## src/design/wsm_pkg.sv

```systemverilog
// Shared types and codes for the watchpoint slot manager.
// No dependencies; imported by wsm_cell, wsm_list and watchpoint_slot_manager.
package wsm_pkg;

  // Request codes
  typedef enum logic [2:0] {
    REQ_REINIT  = 3'd0,
    REQ_ALLOC   = 3'd1,
    REQ_FREE    = 3'd2,
    REQ_LIST    = 3'd3,
    REQ_COMPARE = 3'd4
  } req_e;

  // Result status codes
  typedef enum logic [2:0] {
    STS_OK           = 3'd0,
    STS_NONE_AVAIL   = 3'd1,
    STS_INVALID      = 3'd2,
    STS_NONE_CREATED = 3'd3,
    STS_NOT_CREATED  = 3'd4
  } status_e;

  // Per-cycle operation broadcast along a list of cells
  typedef enum logic [1:0] {
    CELL_HOLD   = 2'd0,
    CELL_INIT   = 2'd1,
    CELL_APPEND = 2'd2,
    CELL_SHIFT  = 2'd3
  } cell_op_e;

  typedef struct packed {
    cell_op_e op;
    logic     wrap;  // on shift, the last occupied cell (index cnt-1) takes the head entry
  } cell_ctl_t;

  localparam int unsigned ValueW  = 32;
  localparam int unsigned SlotOutW = 5;

endpackage

```

## src/design/wsm_cell.sv

```systemverilog
// One list cell: holds a single slot number and passes it toward the head.
// Depends on wsm_pkg.
module wsm_cell #(
  parameter int unsigned POOL_SIZE = 32,
  parameter int unsigned IDX       = 0
) (
  input  logic                             clk_i,
  input  logic                             rst_ni,
  input  wsm_pkg::cell_ctl_t               ctl_i,
  input  logic [$clog2(POOL_SIZE+1)-1:0]   cnt_i,
  input  logic [$clog2(POOL_SIZE)-1:0]     din_i,
  input  logic [$clog2(POOL_SIZE)-1:0]     nbr_i,
  input  logic [$clog2(POOL_SIZE)-1:0]     head_i,
  output logic [$clog2(POOL_SIZE)-1:0]     q_o
);
  import wsm_pkg::*;

  localparam int unsigned SlotW = $clog2(POOL_SIZE);
  localparam int unsigned CntW  = $clog2(POOL_SIZE + 1);

  logic [SlotW-1:0] val_d, val_q;

  // next entry
  always_comb begin
    case (ctl_i.op)
      CELL_HOLD:   val_d = val_q;
      CELL_INIT:   val_d = SlotW'(IDX);
      CELL_APPEND: val_d = (cnt_i == CntW'(IDX)) ? din_i : val_q;
      CELL_SHIFT:  val_d = (ctl_i.wrap && (cnt_i == CntW'(IDX + 1))) ? head_i : nbr_i;
      default:     val_d = val_q;
    endcase
  end

  always_ff @(posedge clk_i or negedge rst_ni) begin
    if (!rst_ni) begin
      val_q <= SlotW'(IDX);
    end else begin
      val_q <= val_d;
    end
  end

  assign q_o = val_q;

endmodule

```

## src/design/wsm_list.sv

```systemverilog
// Ordered list of slot numbers built as a row of wsm_cell, head at cell 0.
// Depends on wsm_pkg and wsm_cell.
module wsm_list #(
  parameter int unsigned POOL_SIZE = 32
) (
  input  logic                             clk_i,
  input  logic                             rst_ni,
  input  wsm_pkg::cell_ctl_t               ctl_i,
  input  logic [$clog2(POOL_SIZE+1)-1:0]   cnt_i,
  input  logic [$clog2(POOL_SIZE)-1:0]     din_i,
  output logic [$clog2(POOL_SIZE)-1:0]     head_o
);
  import wsm_pkg::*;

  localparam int unsigned SlotW = $clog2(POOL_SIZE);

  logic [SlotW-1:0] val [POOL_SIZE];

  // chain of cells, each fed by its right neighbor
  for (genvar i = 0; i < POOL_SIZE; i++) begin : g_cell
    logic [SlotW-1:0] nbr;
    if (i == POOL_SIZE - 1) begin : g_tail
      assign nbr = val[i];
    end else begin : g_mid
      assign nbr = val[i+1];
    end
    wsm_cell #(
      .POOL_SIZE(POOL_SIZE),
      .IDX      (i)
    ) u_cell (
      .clk_i (clk_i),
      .rst_ni(rst_ni),
      .ctl_i (ctl_i),
      .cnt_i (cnt_i),
      .din_i (din_i),
      .nbr_i (nbr),
      .head_i(val[0]),
      .q_o   (val[i])
    );
  end

  assign head_o = val[0];

endmodule

```

## src/design/watchpoint_slot_manager.sv

```systemverilog
// Watchpoint slot manager: used list and free FIFO as rows of cells, values in a RAM.
// Reinit and allocate: result registered in the cycle after the request is taken.
// Free and compare: walk the used list, visiting each used slot in S_WALK, then finish in S_FIN.
// List: for each used slot, a value RAM read (S_LRD), then emit (S_LEMIT). One request at a time.
// Reset: free list 0..POOL_SIZE-1 ascending, used list empty, all values read as zero
// through per-slot valid bits; no clearing pass. Depends on wsm_pkg, wsm_list.
module watchpoint_slot_manager #(
  parameter int unsigned POOL_SIZE = 32
) (
  input  logic                          clk_i,
  input  logic                          rst_ni,
  input  logic                          in_valid_i,
  output logic                          in_ready_o,
  input  logic [2:0]                    req_type_i,
  input  logic [5:0]                    slot_in_i,
  input  logic [wsm_pkg::ValueW-1:0]    new_value_i,
  output logic                          out_valid_o,
  input  logic                          out_ready_i,
  output logic [2:0]                    status_o,
  output logic [wsm_pkg::SlotOutW-1:0]  slot_out_o,
  output logic [wsm_pkg::ValueW-1:0]    old_value_o,
  output logic                          changed_o,
  output logic                          last_o
);
  import wsm_pkg::*;

  localparam int unsigned SlotW = $clog2(POOL_SIZE);
  localparam int unsigned CntW  = $clog2(POOL_SIZE + 1);

  typedef enum logic [2:0] {
    S_IDLE,
    S_WALK,
    S_FIN,
    S_LRD,
    S_LEMIT
  } state_e;

  state_e            state_q;
  logic [CntW-1:0]   used_cnt_q, free_cnt_q, left_q;
  logic              found_q, is_free_q;
  logic [SlotW-1:0]  slot_q;
  logic [ValueW-1:0] nv_q;

  logic                out_valid_d, out_valid_q, changed_q, last_q;
  logic                out_set;
  logic [2:0]          status_q;
  logic [SlotOutW-1:0] slot_out_q;
  logic [ValueW-1:0]   old_value_q;

  // value RAM with per-slot written flags
  logic [ValueW-1:0]    mem_q [POOL_SIZE];
  logic [POOL_SIZE-1:0] mem_vld_q;
  logic [ValueW-1:0]    rd_data_q;
  logic                 rd_vld_q;
  logic [SlotW-1:0]     rd_addr;
  logic                 mem_we;
  logic [ValueW-1:0]    rv;

  cell_ctl_t        used_ctl, free_ctl;
  logic [SlotW-1:0] used_head, free_head;
  logic             out_free, in_fire, match, slot_bad;

  wsm_list #(.POOL_SIZE(POOL_SIZE)) u_used (
    .clk_i (clk_i),
    .rst_ni(rst_ni),
    .ctl_i (used_ctl),
    .cnt_i (used_cnt_q),
    .din_i (free_head),
    .head_o(used_head)
  );

  wsm_list #(.POOL_SIZE(POOL_SIZE)) u_free (
    .clk_i (clk_i),
    .rst_ni(rst_ni),
    .ctl_i (free_ctl),
    .cnt_i (free_cnt_q),
    .din_i (slot_q),
    .head_o(free_head)
  );

  // handshake and list control
  always_comb begin
    out_free      = !out_valid_q || out_ready_i;
    in_ready_o    = (state_q == S_IDLE) && out_free;
    in_fire       = in_valid_i && in_ready_o;
    match         = (used_head == slot_q);
    slot_bad      = {1'b0, slot_in_i} >= 7'(POOL_SIZE);
    rv            = rd_vld_q ? rd_data_q : '0;
    // list keeps reading the head until its result is taken
    rd_addr       = (state_q == S_LRD || state_q == S_LEMIT) ? used_head : slot_q;
    used_ctl.op   = CELL_HOLD;
    used_ctl.wrap = 1'b0;
    free_ctl.op   = CELL_HOLD;
    free_ctl.wrap = 1'b0;
    mem_we        = 1'b0;
    out_set       = 1'b0;
    case (state_q)
      S_IDLE: begin
        if (in_fire) begin
          case (req_type_i)
            REQ_REINIT: begin
              used_ctl.op = CELL_INIT;
              free_ctl.op = CELL_INIT;
              out_set     = 1'b1;
            end
            REQ_ALLOC: begin
              out_set = 1'b1;
              if (free_cnt_q != '0) begin
                used_ctl.op = CELL_APPEND;
                free_ctl.op = CELL_SHIFT;
              end
            end
            REQ_FREE, REQ_COMPARE: begin
              out_set = slot_bad || (used_cnt_q == '0);
            end
            REQ_LIST: begin
              out_set = (used_cnt_q == '0);
            end
            default: ;
          endcase
        end
      end
      S_WALK: begin
        // rotate; a freed slot drops out and goes to the free tail
        used_ctl.op   = CELL_SHIFT;
        used_ctl.wrap = !(match && is_free_q);
        if (match && is_free_q) free_ctl.op = CELL_APPEND;
      end
      S_FIN: begin
        mem_we  = out_free && !is_free_q && found_q && (rv != nv_q);
        out_set = out_free;
      end
      S_LEMIT: begin
        if (out_free) begin
          used_ctl.op   = CELL_SHIFT;
          used_ctl.wrap = 1'b1;
          out_set       = 1'b1;
        end
      end
      default: ;
    endcase
    out_valid_d = out_set || (out_valid_q && !out_ready_i);
  end

  // value RAM, registered read
  always_ff @(posedge clk_i) begin
    if (mem_we) mem_q[slot_q] <= nv_q;
    rd_data_q <= mem_q[rd_addr];
  end

  always_ff @(posedge clk_i or negedge rst_ni) begin
    if (!rst_ni) begin
      mem_vld_q <= '0;
      rd_vld_q  <= 1'b0;
    end else begin
      if (mem_we) mem_vld_q[slot_q] <= 1'b1;
      rd_vld_q <= mem_vld_q[rd_addr];
    end
  end

  // sequencer and result register
  always_ff @(posedge clk_i or negedge rst_ni) begin
    if (!rst_ni) begin
      state_q     <= S_IDLE;
      used_cnt_q  <= '0;
      free_cnt_q  <= CntW'(POOL_SIZE);
      left_q      <= '0;
      found_q     <= 1'b0;
      is_free_q   <= 1'b0;
      slot_q      <= '0;
      nv_q        <= '0;
      out_valid_q <= 1'b0;
      status_q    <= STS_OK;
      slot_out_q  <= '0;
      old_value_q <= '0;
      changed_q   <= 1'b0;
      last_q      <= 1'b0;
    end else begin
      out_valid_q <= out_valid_d;
      case (state_q)
        S_IDLE: begin
          if (in_fire) begin
            slot_q      <= slot_in_i[SlotW-1:0];
            nv_q        <= new_value_i;
            is_free_q   <= (req_type_i == REQ_FREE);
            found_q     <= 1'b0;
            left_q      <= used_cnt_q;
            slot_out_q  <= '0;
            old_value_q <= '0;
            changed_q   <= 1'b0;
            last_q      <= 1'b1;
            case (req_type_i)
              REQ_REINIT: begin
                used_cnt_q  <= '0;
                free_cnt_q  <= CntW'(POOL_SIZE);
                status_q    <= STS_OK;
              end
              REQ_ALLOC: begin
                if (free_cnt_q == '0) begin
                  status_q <= STS_NONE_AVAIL;
                end else begin
                  status_q   <= STS_OK;
                  slot_out_q <= SlotOutW'(free_head);
                  used_cnt_q <= used_cnt_q + 1'b1;
                  free_cnt_q <= free_cnt_q - 1'b1;
                end
              end
              REQ_FREE, REQ_COMPARE: begin
                if (slot_bad) begin
                  status_q    <= STS_INVALID;
                end else if (used_cnt_q == '0) begin
                  status_q    <= STS_NONE_CREATED;
                end else begin
                  state_q <= S_WALK;
                end
              end
              REQ_LIST: begin
                if (used_cnt_q == '0) begin
                  status_q    <= STS_NONE_CREATED;
                end else begin
                  state_q <= S_LRD;
                end
              end
              default: ;
            endcase
          end
        end
        S_WALK: begin
          found_q <= found_q | match;
          left_q  <= left_q - 1'b1;
          if (match && is_free_q) begin
            used_cnt_q <= used_cnt_q - 1'b1;
            free_cnt_q <= free_cnt_q + 1'b1;
          end
          if (left_q == CntW'(1)) state_q <= S_FIN;
        end
        S_FIN: begin
          if (out_free) begin
            state_q     <= S_IDLE;
            if (!found_q) begin
              status_q <= STS_NOT_CREATED;
            end else begin
              status_q   <= STS_OK;
              slot_out_q <= SlotOutW'(slot_q);
              if (!is_free_q) begin
                old_value_q <= rv;
                changed_q   <= (rv != nv_q);
              end
            end
          end
        end
        S_LRD: begin
          state_q <= S_LEMIT;
        end
        S_LEMIT: begin
          if (out_free) begin
            status_q    <= STS_OK;
            slot_out_q  <= SlotOutW'(used_head);
            old_value_q <= rv;
            changed_q   <= 1'b0;
            last_q      <= (left_q == CntW'(1));
            left_q      <= left_q - 1'b1;
            state_q     <= (left_q == CntW'(1)) ? S_IDLE : S_LRD;
          end
        end
        default: state_q <= S_IDLE;
      endcase
    end
  end

  assign out_valid_o = out_valid_q;
  assign status_o    = status_q;
  assign slot_out_o  = slot_out_q;
  assign old_value_o = old_value_q;
  assign changed_o   = changed_q;
  assign last_o      = last_q;

endmodule
```

## config.mk

```make
export PLATFORM = sky130hd
export DESIGN_NAME = watchpoint_slot_manager
export DESIGN_NICKNAME = d
export VERILOG_FILES = /design/src/design/wsm_pkg.sv /design/src/design/wsm_cell.sv /design/src/design/wsm_list.sv /design/src/design/watchpoint_slot_manager.sv
export SDC_FILE = /design/constraint.sdc
export NUM_CORES = 2
export LEC_CHECK = 0
export BUFFER_PORTS_ARGS = -buffer_cell sky130_fd_sc_hd__buf_4
export CAP_MARGIN = 20
export CORE_ASPECT_RATIO = 0.5
export CORE_MARGIN = 2
export CORE_UTILIZATION = 40
export CTS_CLUSTER_DIAMETER = 40
export DETAILED_ROUTE_END_ITERATION = 10
export SLEW_MARGIN = 20
export SYNTH_ARGS = -nofsm -noshare
export SYNTH_HDL_FRONTEND = slang
export SYNTH_SLANG_ARGS = --single-unit
```

## constraint.sdc

```tcl
create_clock -name clk_i -period 6.7 [get_ports clk_i]
set_input_delay 1.675 -clock clk_i [delete_from_list [all_inputs] [get_ports clk_i]]
set_output_delay 1.675 -clock clk_i [all_outputs]
set_load 0.02 [all_outputs]
```

# Word level (Yosys, flattened, before mapping)
# Memory sizes are Yosys's and may differ from the RTL's. A register that Yosys moved wholly into a read port is not among the register bits.
# Index checks and enable logic that the tools add are counted.
# W data, S select, Z words.
[op_classes]
add_sub_neg = 5
n_lt_le_gt_ge = 4
n_eq_ne = 160
n_mux = 238
n_bitwise = 5
reduce_logical = 135
[ops]
columns = ["cell", "n"]
rows = [
  ["$pmux W5 S3", 64],
  ["$mux W5", 103],
  ["$eq A6 B5 Y1 const B", 32],
  ["$mux W32", 6],
  ["$ne A2 B2 Y1 const B", 73],
  ["$reduce_and A2 Y1", 64],
  ["$eq A6 B4 Y1 const B", 16],
  ["$pmux W32 S3", 1],
  ["$eq A6 B3 Y1 const B", 8],
  ["$mux W6", 8],
  ["$pmux W6 S2", 4],
  ["$logic_and A1 B1 Y1", 40],
  ["$mux W3", 13],
  ["$ne A32 B32 Y1", 1],
  ["$or A32 B32 Y32", 1],
  ["$eq A6 B2 Y1 const B", 4],
  ["$eq A6 B1 Y1 const B", 3],
  ["$pmux W6 S3", 1],
  ["$sub A6 B1 Y6 const B", 3],
  ["$mux W1", 15],
  ["$pmux W3 S5", 1],
  ["$reduce_and A5 Y1", 3],
  ["$add A6 B1 Y6 const B", 2],
  ["$eq A3 B2 Y1 const B", 4],
  ["other kinds (37)", 77],
]
[totals]
regBits = 456
ramBits = 1024
out_inout_bits = 44
memories = 1
[mem_list]
columns = ["memory", "words", "word_bits", "read_ports", "rd_ports_with_merged_regs", "write_ports", "line_no", "text"]
rows = [
  ["mem_q", 32, 32, 1, 1, 1, "watchpoint_slot_manager.sv:51", "logic [ValueW-1:0] mem_q [POOL_SIZE];"],
]

# Logic depth before layout (Yosys ltp)
[logic_depth]
word_depth = 10
mapped_depth = 16

# Hierarchy
# A second synthesis with hierarchy kept.
[unflattened]
hier_cells = 5621
area_unflattened_um2 = 71332.2
[modules_own_cells]
columns = ["mod", "n_inst", "cells_each", "area_each_um2", "seq_area_each_um2"]
rows = [
  ["watchpoint_slot_manager", 1, 3555, 48092.4, 34794.6],
  ["wsm_cell (u_free.g_cell[13].u_cell ...)", 6, 32, 380.4, 128.9],
  ["wsm_cell (u_free.g_cell[20].u_cell ...)", 4, 46, 401.6, 127.6],
  ["wsm_cell (u_free.g_cell[17].u_cell ...)", 4, 31, 357.8, 127.6],
  ["wsm_cell (u_free.g_cell[26].u_cell ...)", 4, 28, 344.1, 128.9],
  ["wsm_cell (u_free.g_cell[10].u_cell ...)", 4, 27, 334.1, 127.6],
  ["wsm_cell (u_free.g_cell[12].u_cell ...)", 2, 47, 405.4, 127.6],
  ["wsm_cell (u_free.g_cell[31].u_cell ...)", 2, 32, 405.4, 131.4],
  ["wsm_cell (u_free.g_cell[22].u_cell ...)", 2, 43, 386.6, 128.9],
  ["wsm_cell (u_free.g_cell[29].u_cell ...)", 2, 32, 382.9, 130.1],
  ["wsm_cell (u_free.g_cell[19].u_cell ...)", 2, 33, 379.1, 128.9],
  ["wsm_cell (u_free.g_cell[27].u_cell ...)", 2, 34, 379.1, 130.1],
  ["wsm_cell (u_free.g_cell[23].u_cell ...)", 2, 33, 377.9, 130.1],
  ["wsm_cell (u_free.g_cell[15].u_cell ...)", 2, 33, 375.4, 130.1],
  ["16 more rows", "-", "-", "-", "-"],
]

# Worst setup path before layout
# No wires, ideal clock.
[synth_timing]
kind = "input-to-reg"
start = "in out_ready_i"
end = "mem mem_q[19][0], enable pin"
setup_time_ns = 0.502
t_arrival_ns = 5.917
required_ns = 6.198
setup_slack_ns = 0.280
path_stages = 7
cell_sequence = "nor2b_1 > nor2_1 > nand2_1 > nor3b_2 > nand2_1 > buf_2 > nor4_1"
[synth_between]
elab_chain_cells = 7
[synth_rtl]
columns = ["element", "line_no", "text"]
rows = [
  ["from (decl)", "watchpoint_slot_manager.sv:18", "input logic out_ready_i,"],
  ["$logic_or A1 B1 Y1", "watchpoint_slot_manager.sv:83", "out_free = !out_valid_q || out_ready_i;"],
  ["$logic_and A1 B1 Y1 (3 in series)", "watchpoint_slot_manager.sv:130", "mem_we = out_free && !is_free_q && found_q && (rv != nv_q);"],
  ["$mux W1", "watchpoint_slot_manager.sv:97", "case (state_q)"],
  ["$mux W1", "watchpoint_slot_manager.sv:147", "if (mem_we) mem_q[slot_q] <= nv_q;"],
  ["$mux W1 (implied by the code)", "watchpoint_slot_manager.sv:147", ""],
  ["to (decl)", "watchpoint_slot_manager.sv:51", ""],
]
# No other way between the ends.

# Final worst setup path
[layout_timing]
start = "reg nv_q[11]"
end = "mem mem_q[23][14], enable pin"
[layout_between]
elab_chain_cells = 5
[layout_rtl]
columns = ["element", "line_no", "text"]
rows = [
  ["from (decl)", "watchpoint_slot_manager.sv:42", "logic [ValueW-1:0] nv_q;"],
  ["from (signal assigned)", "watchpoint_slot_manager.sv:184", "nv_q <= new_value_i;"],
  ["$ne A32 B32 Y1", "watchpoint_slot_manager.sv:130", ""],
  ["$logic_and A1 B1 Y1", "watchpoint_slot_manager.sv:130", ""],
  ["$mux W1", "watchpoint_slot_manager.sv:97", ""],
  ["$mux W1", "watchpoint_slot_manager.sv:147", ""],
  ["$mux W1 (implied by the code)", "watchpoint_slot_manager.sv:147", ""],
]
# No other way between the ends.

==> metrics.md <==
| Metric | Value |
|---|---|
| Distinct cell type count after synthesis | 85 |
| Sw Share | 0.206 |
| Final core occ | 0.457 |
| CTS sink cnt | approximately 1500 |
| TritonCTS clock tree | done |
| Critical path required time | 7.15 ns |
| Post-route setup TNS | 0 ns |
| Worst-Margin Slew | 1.10 ns |
| Worst setup EP type | flip-flop |
| Fill cell count | ~14000 |
| CP Buf/Inv Count | 2 |
| RSZ-0062 raised after global routing | false |
| Power Density | between 200 and 300 nW/um2 |
| Setup Viol. Count Final | 0 |
| Cell count after synthesis | 5412 |
| Area grow syn2layout | 13.0% |
| Async SR Flop Fraction | 0.302 |
| Pin count of the biggest net entering global routing | 128 |
| Die height | 287 um |
| Drt pass-1 iters | 6 |
| VDD IR max | ~0.27 mV |
| CTS root buf | clkbuf_16 |
| Port buffer count | 88 |
| Leak | approximately 28 nW |
| Hold Fails Final Rpt | 0 |
| Pint | 14.9 mW |
| Worst-path fanout max | 46 |
| Initial Utilization | 0.404 |
| Max_cap viols | 0 |
| Net Sw Power | 3.86 mW |
| Register area share after synthesis | 0.671 |
| # rows | 103 |
| DR WL/cell | 24.1 um |
| Worst setup SP type | flip-flop |
| FF+latch count, synth | 1512 |
| YS warnings | 0 |
| Fraction of layout cells with a size suffix above 1 | 0.136 |
| F_max | just over 200 MHz |
| Syn Std Cell Area | 64000 um2 |
| Slew Viols, Final | 0 |
| Synth area leader | edfxtp_1 |
| Worst Skew | around 0.029 ns |
| Post-synth top flop | edfxtp_1 |
| H-tree lvl count | 4 |
| Most frequent cells in the layout | edfxtp_1, nand2_1, a21oi_1 |
| Nets | 5443 |
| CP peak stage delay | roughly 0.96 ns |
| CP Cell Sequence | xor2_1, o22ai_1, a22oi_1, nor4_1, nand4_1, nand2_4, buf_4, nor3_2, buf_4 |
| Reg power frac | 0.528 |
| Total number of vias | 45031 |
| Initial antenna violation count | 2 |
| Hold-fix buffers at CTS | 0 |
| Clock transition at the registers of the reported paths | 0.06 ns |
| Final Cycle Share | 0.742 |
| Gpl congestion | 0.898 |
| Routed Antenna Nets | 0 |
| EDFF count, synth | slightly above 1000 |
| Slowest cell on crit path | nand2_4 |
| Drt first-iter violations | 5111 |
| Worst skew pair latency | around 0.79 ns |
| Status | finished, final reports clean |
| CTS Buffer Depth | 3 |
| Core box area | 158000 um2 |
| Vias per cell | 5.91 |
| # Post-CTS Setup Buffers | 0 |
| Grt ovf | 0 |
| First-pass GRT wire length | around 280000 um |
| Type of the worst min-delay path | reg -> reg |
| DIE AREA | 164000 um2 |
| HPWL after DPL | 109000 um |
| Slew headroom | 0.265 |
| Io pins | 89 |
| Largest cells by area after synthesis | edfxtp_1, dfrtp_1, dfstp_2, nand2_1, a21oi_1 |
| Drc violations | 0 |
| Clock power frac | 0.467 |
| CP most frequent cell | buf_4 |
| Clock buffer count from CTS | 158 |
| Arrival @ worst endpoint | roughly 5.4 ns |
| Detailed Route WL | between 150000 and 200000 um |
| Combinational Power Share | 0.005 |
| Synth Area per Inst | 11.8 um2 |
| Total track usage | 0.221 |
| Die Wd | 570 um |
| Top cell type's share of synthesized area | 0.480 |
| Post-cts resize count | 0 |
| CP Class | reg -> reg |
| Final min period | 4.97 ns |
| ANT cells | 0 |
| Most common cell after layout, fill and taps aside | edfxtp_1 |
| Vias in the first global route | 43985 |
| Syn_nets | about 5500 |
| Delay-heaviest family, CP | simple AND/OR/NAND/NOR gates |
[synth_stat cells (22+ instances only)]
library cell,number
nand3_1,180
dfrtp_1,295
nor2_1,369
and3_1,245
a211oi_1,234
nor3_1,61
o22ai_1,22
mux2i_1,98
nand2_1,778
buf_1,27
edfxtp_1,1024
buf_2,106
dfstp_2,161
o2111ai_1,45
o21bai_1,25
a21oi_1,413
clkbuf_1,259
a32oi_1,67
o21ai_1,27
a31oi_1,239
dfxtp_1,32
o21ai_0,291
inv_1,36
a22oi_1,71
[worst paths after layout]
kind,end,from,cells past startpoint,slack (ns)
setup / recovery,mem_q[23][14]$_DFFE_PP_,nv_q[11]$_DFFE_PN0P_,9,1.73
hold / removal,mem_vld_q[23]$_DFFE_PN0N_,mem_vld_q[23]$_DFFE_PN0N_,2,0.46
hold reg to reg,mem_vld_q[23]$_DFFE_PN0N_,mem_vld_q[23]$_DFFE_PN0N_,2,0.46
max in group asynchronous,u_free.g_cell[28].u_cell.q_o[1]$_DFFE_PN0P_,rst_ni,2,4.51
min in group asynchronous,mem_vld_q[10]$_DFFE_PN0N_,rst_ni,1,0.91
setup reg to reg,mem_q[23][14]$_DFFE_PP_,nv_q[11]$_DFFE_PN0P_,9,1.73
[layout make-up]
cell class                      instances  area (um2)  area share
Timing Repair Buffer                  221        1890      0.0261
Sequential cell                      1512       43000       0.594
Clock inverter                         90         886      0.0122
Multi-Input combinational cell       3454       19500       0.270
Tap cell                             2100        2630      0.0363
Inverter                               37         139     0.00192
Clock buffer                          200        4270      0.0591
[cells by family (layout without fill, tap and decap cells)]
logic type,after synthesis,count (layout),synth area share
simple gates,1785,1785,0.128
buf+inv,446,548,0.0294
xor+xnor,23,23,0.00315
mux,115,115,0.0184
fa+ha+maj,14,14,0.00274
flops,1512,1512,0.671
compound gates,1517,1517,0.147
[power groups by stage]
stage	clock network (mW)	logic, mW	registers [mW]
2_1_floorplan	0	0.00921	10.1
6_report	8.75	0.0942	9.88
5_1_grt	9.27	0.108	9.88
4_1_cts	8.89	0.0977	9.88
3_3_place_gp	0	0.0944	10.1
3_5_place_dp	0	0.0975	10.1
[state kept, by name, summed over array words and instances (netlist names), 6 cells and up]
signal and flops:
used_cnt_q 6, free_cnt_q 6, nv_q 32, mem_q 1024, u_free.g_cell.u_cell.q_o 160, mem_vld_q 32, left_q 6, rd_data_q 32
old_value_o 32, u_used.g_cell.u_cell.q_o 160
[metal layers]
| metal | vias to the layer above | global-route usage | part of all wire |
|---|---|---|---|
| li1 | 20219 | - | - |
| met1 | 22652 | 0.311 | 0.44 |
| met2 | 1834 | 0.346 | 0.46 |
| met3 | 326 | 0.0377 | 0.073 |
| met4 | 0 | 0.0784 | 0.031 |
| met5 | - | 0 | 0 |
[per-stage QoR]
stage	cells	worst slack [ns]	cell area, um2	total power, mW	hold slack (ns)
finish	7614	1.73	72400	18.7	0.455
CTS	7614	1.74	72400	18.9	0.456
detailed placement	7324	1.54	67200	10.2	0.443
global route	7614	1.44	72400	19.3	0.485
floorplan	5412	0.280	64000	10.1	0.424
global placement	7323	1.62	67200	10.2	0.435
[worst min-delay path, stage by stage, from the launching register on]
cell and delay [ns]:
dfrtp_1 0.32, inv_1 0.05, o31ai_1 0.06
Note: power is estimated with default switching activity, not from simulation.
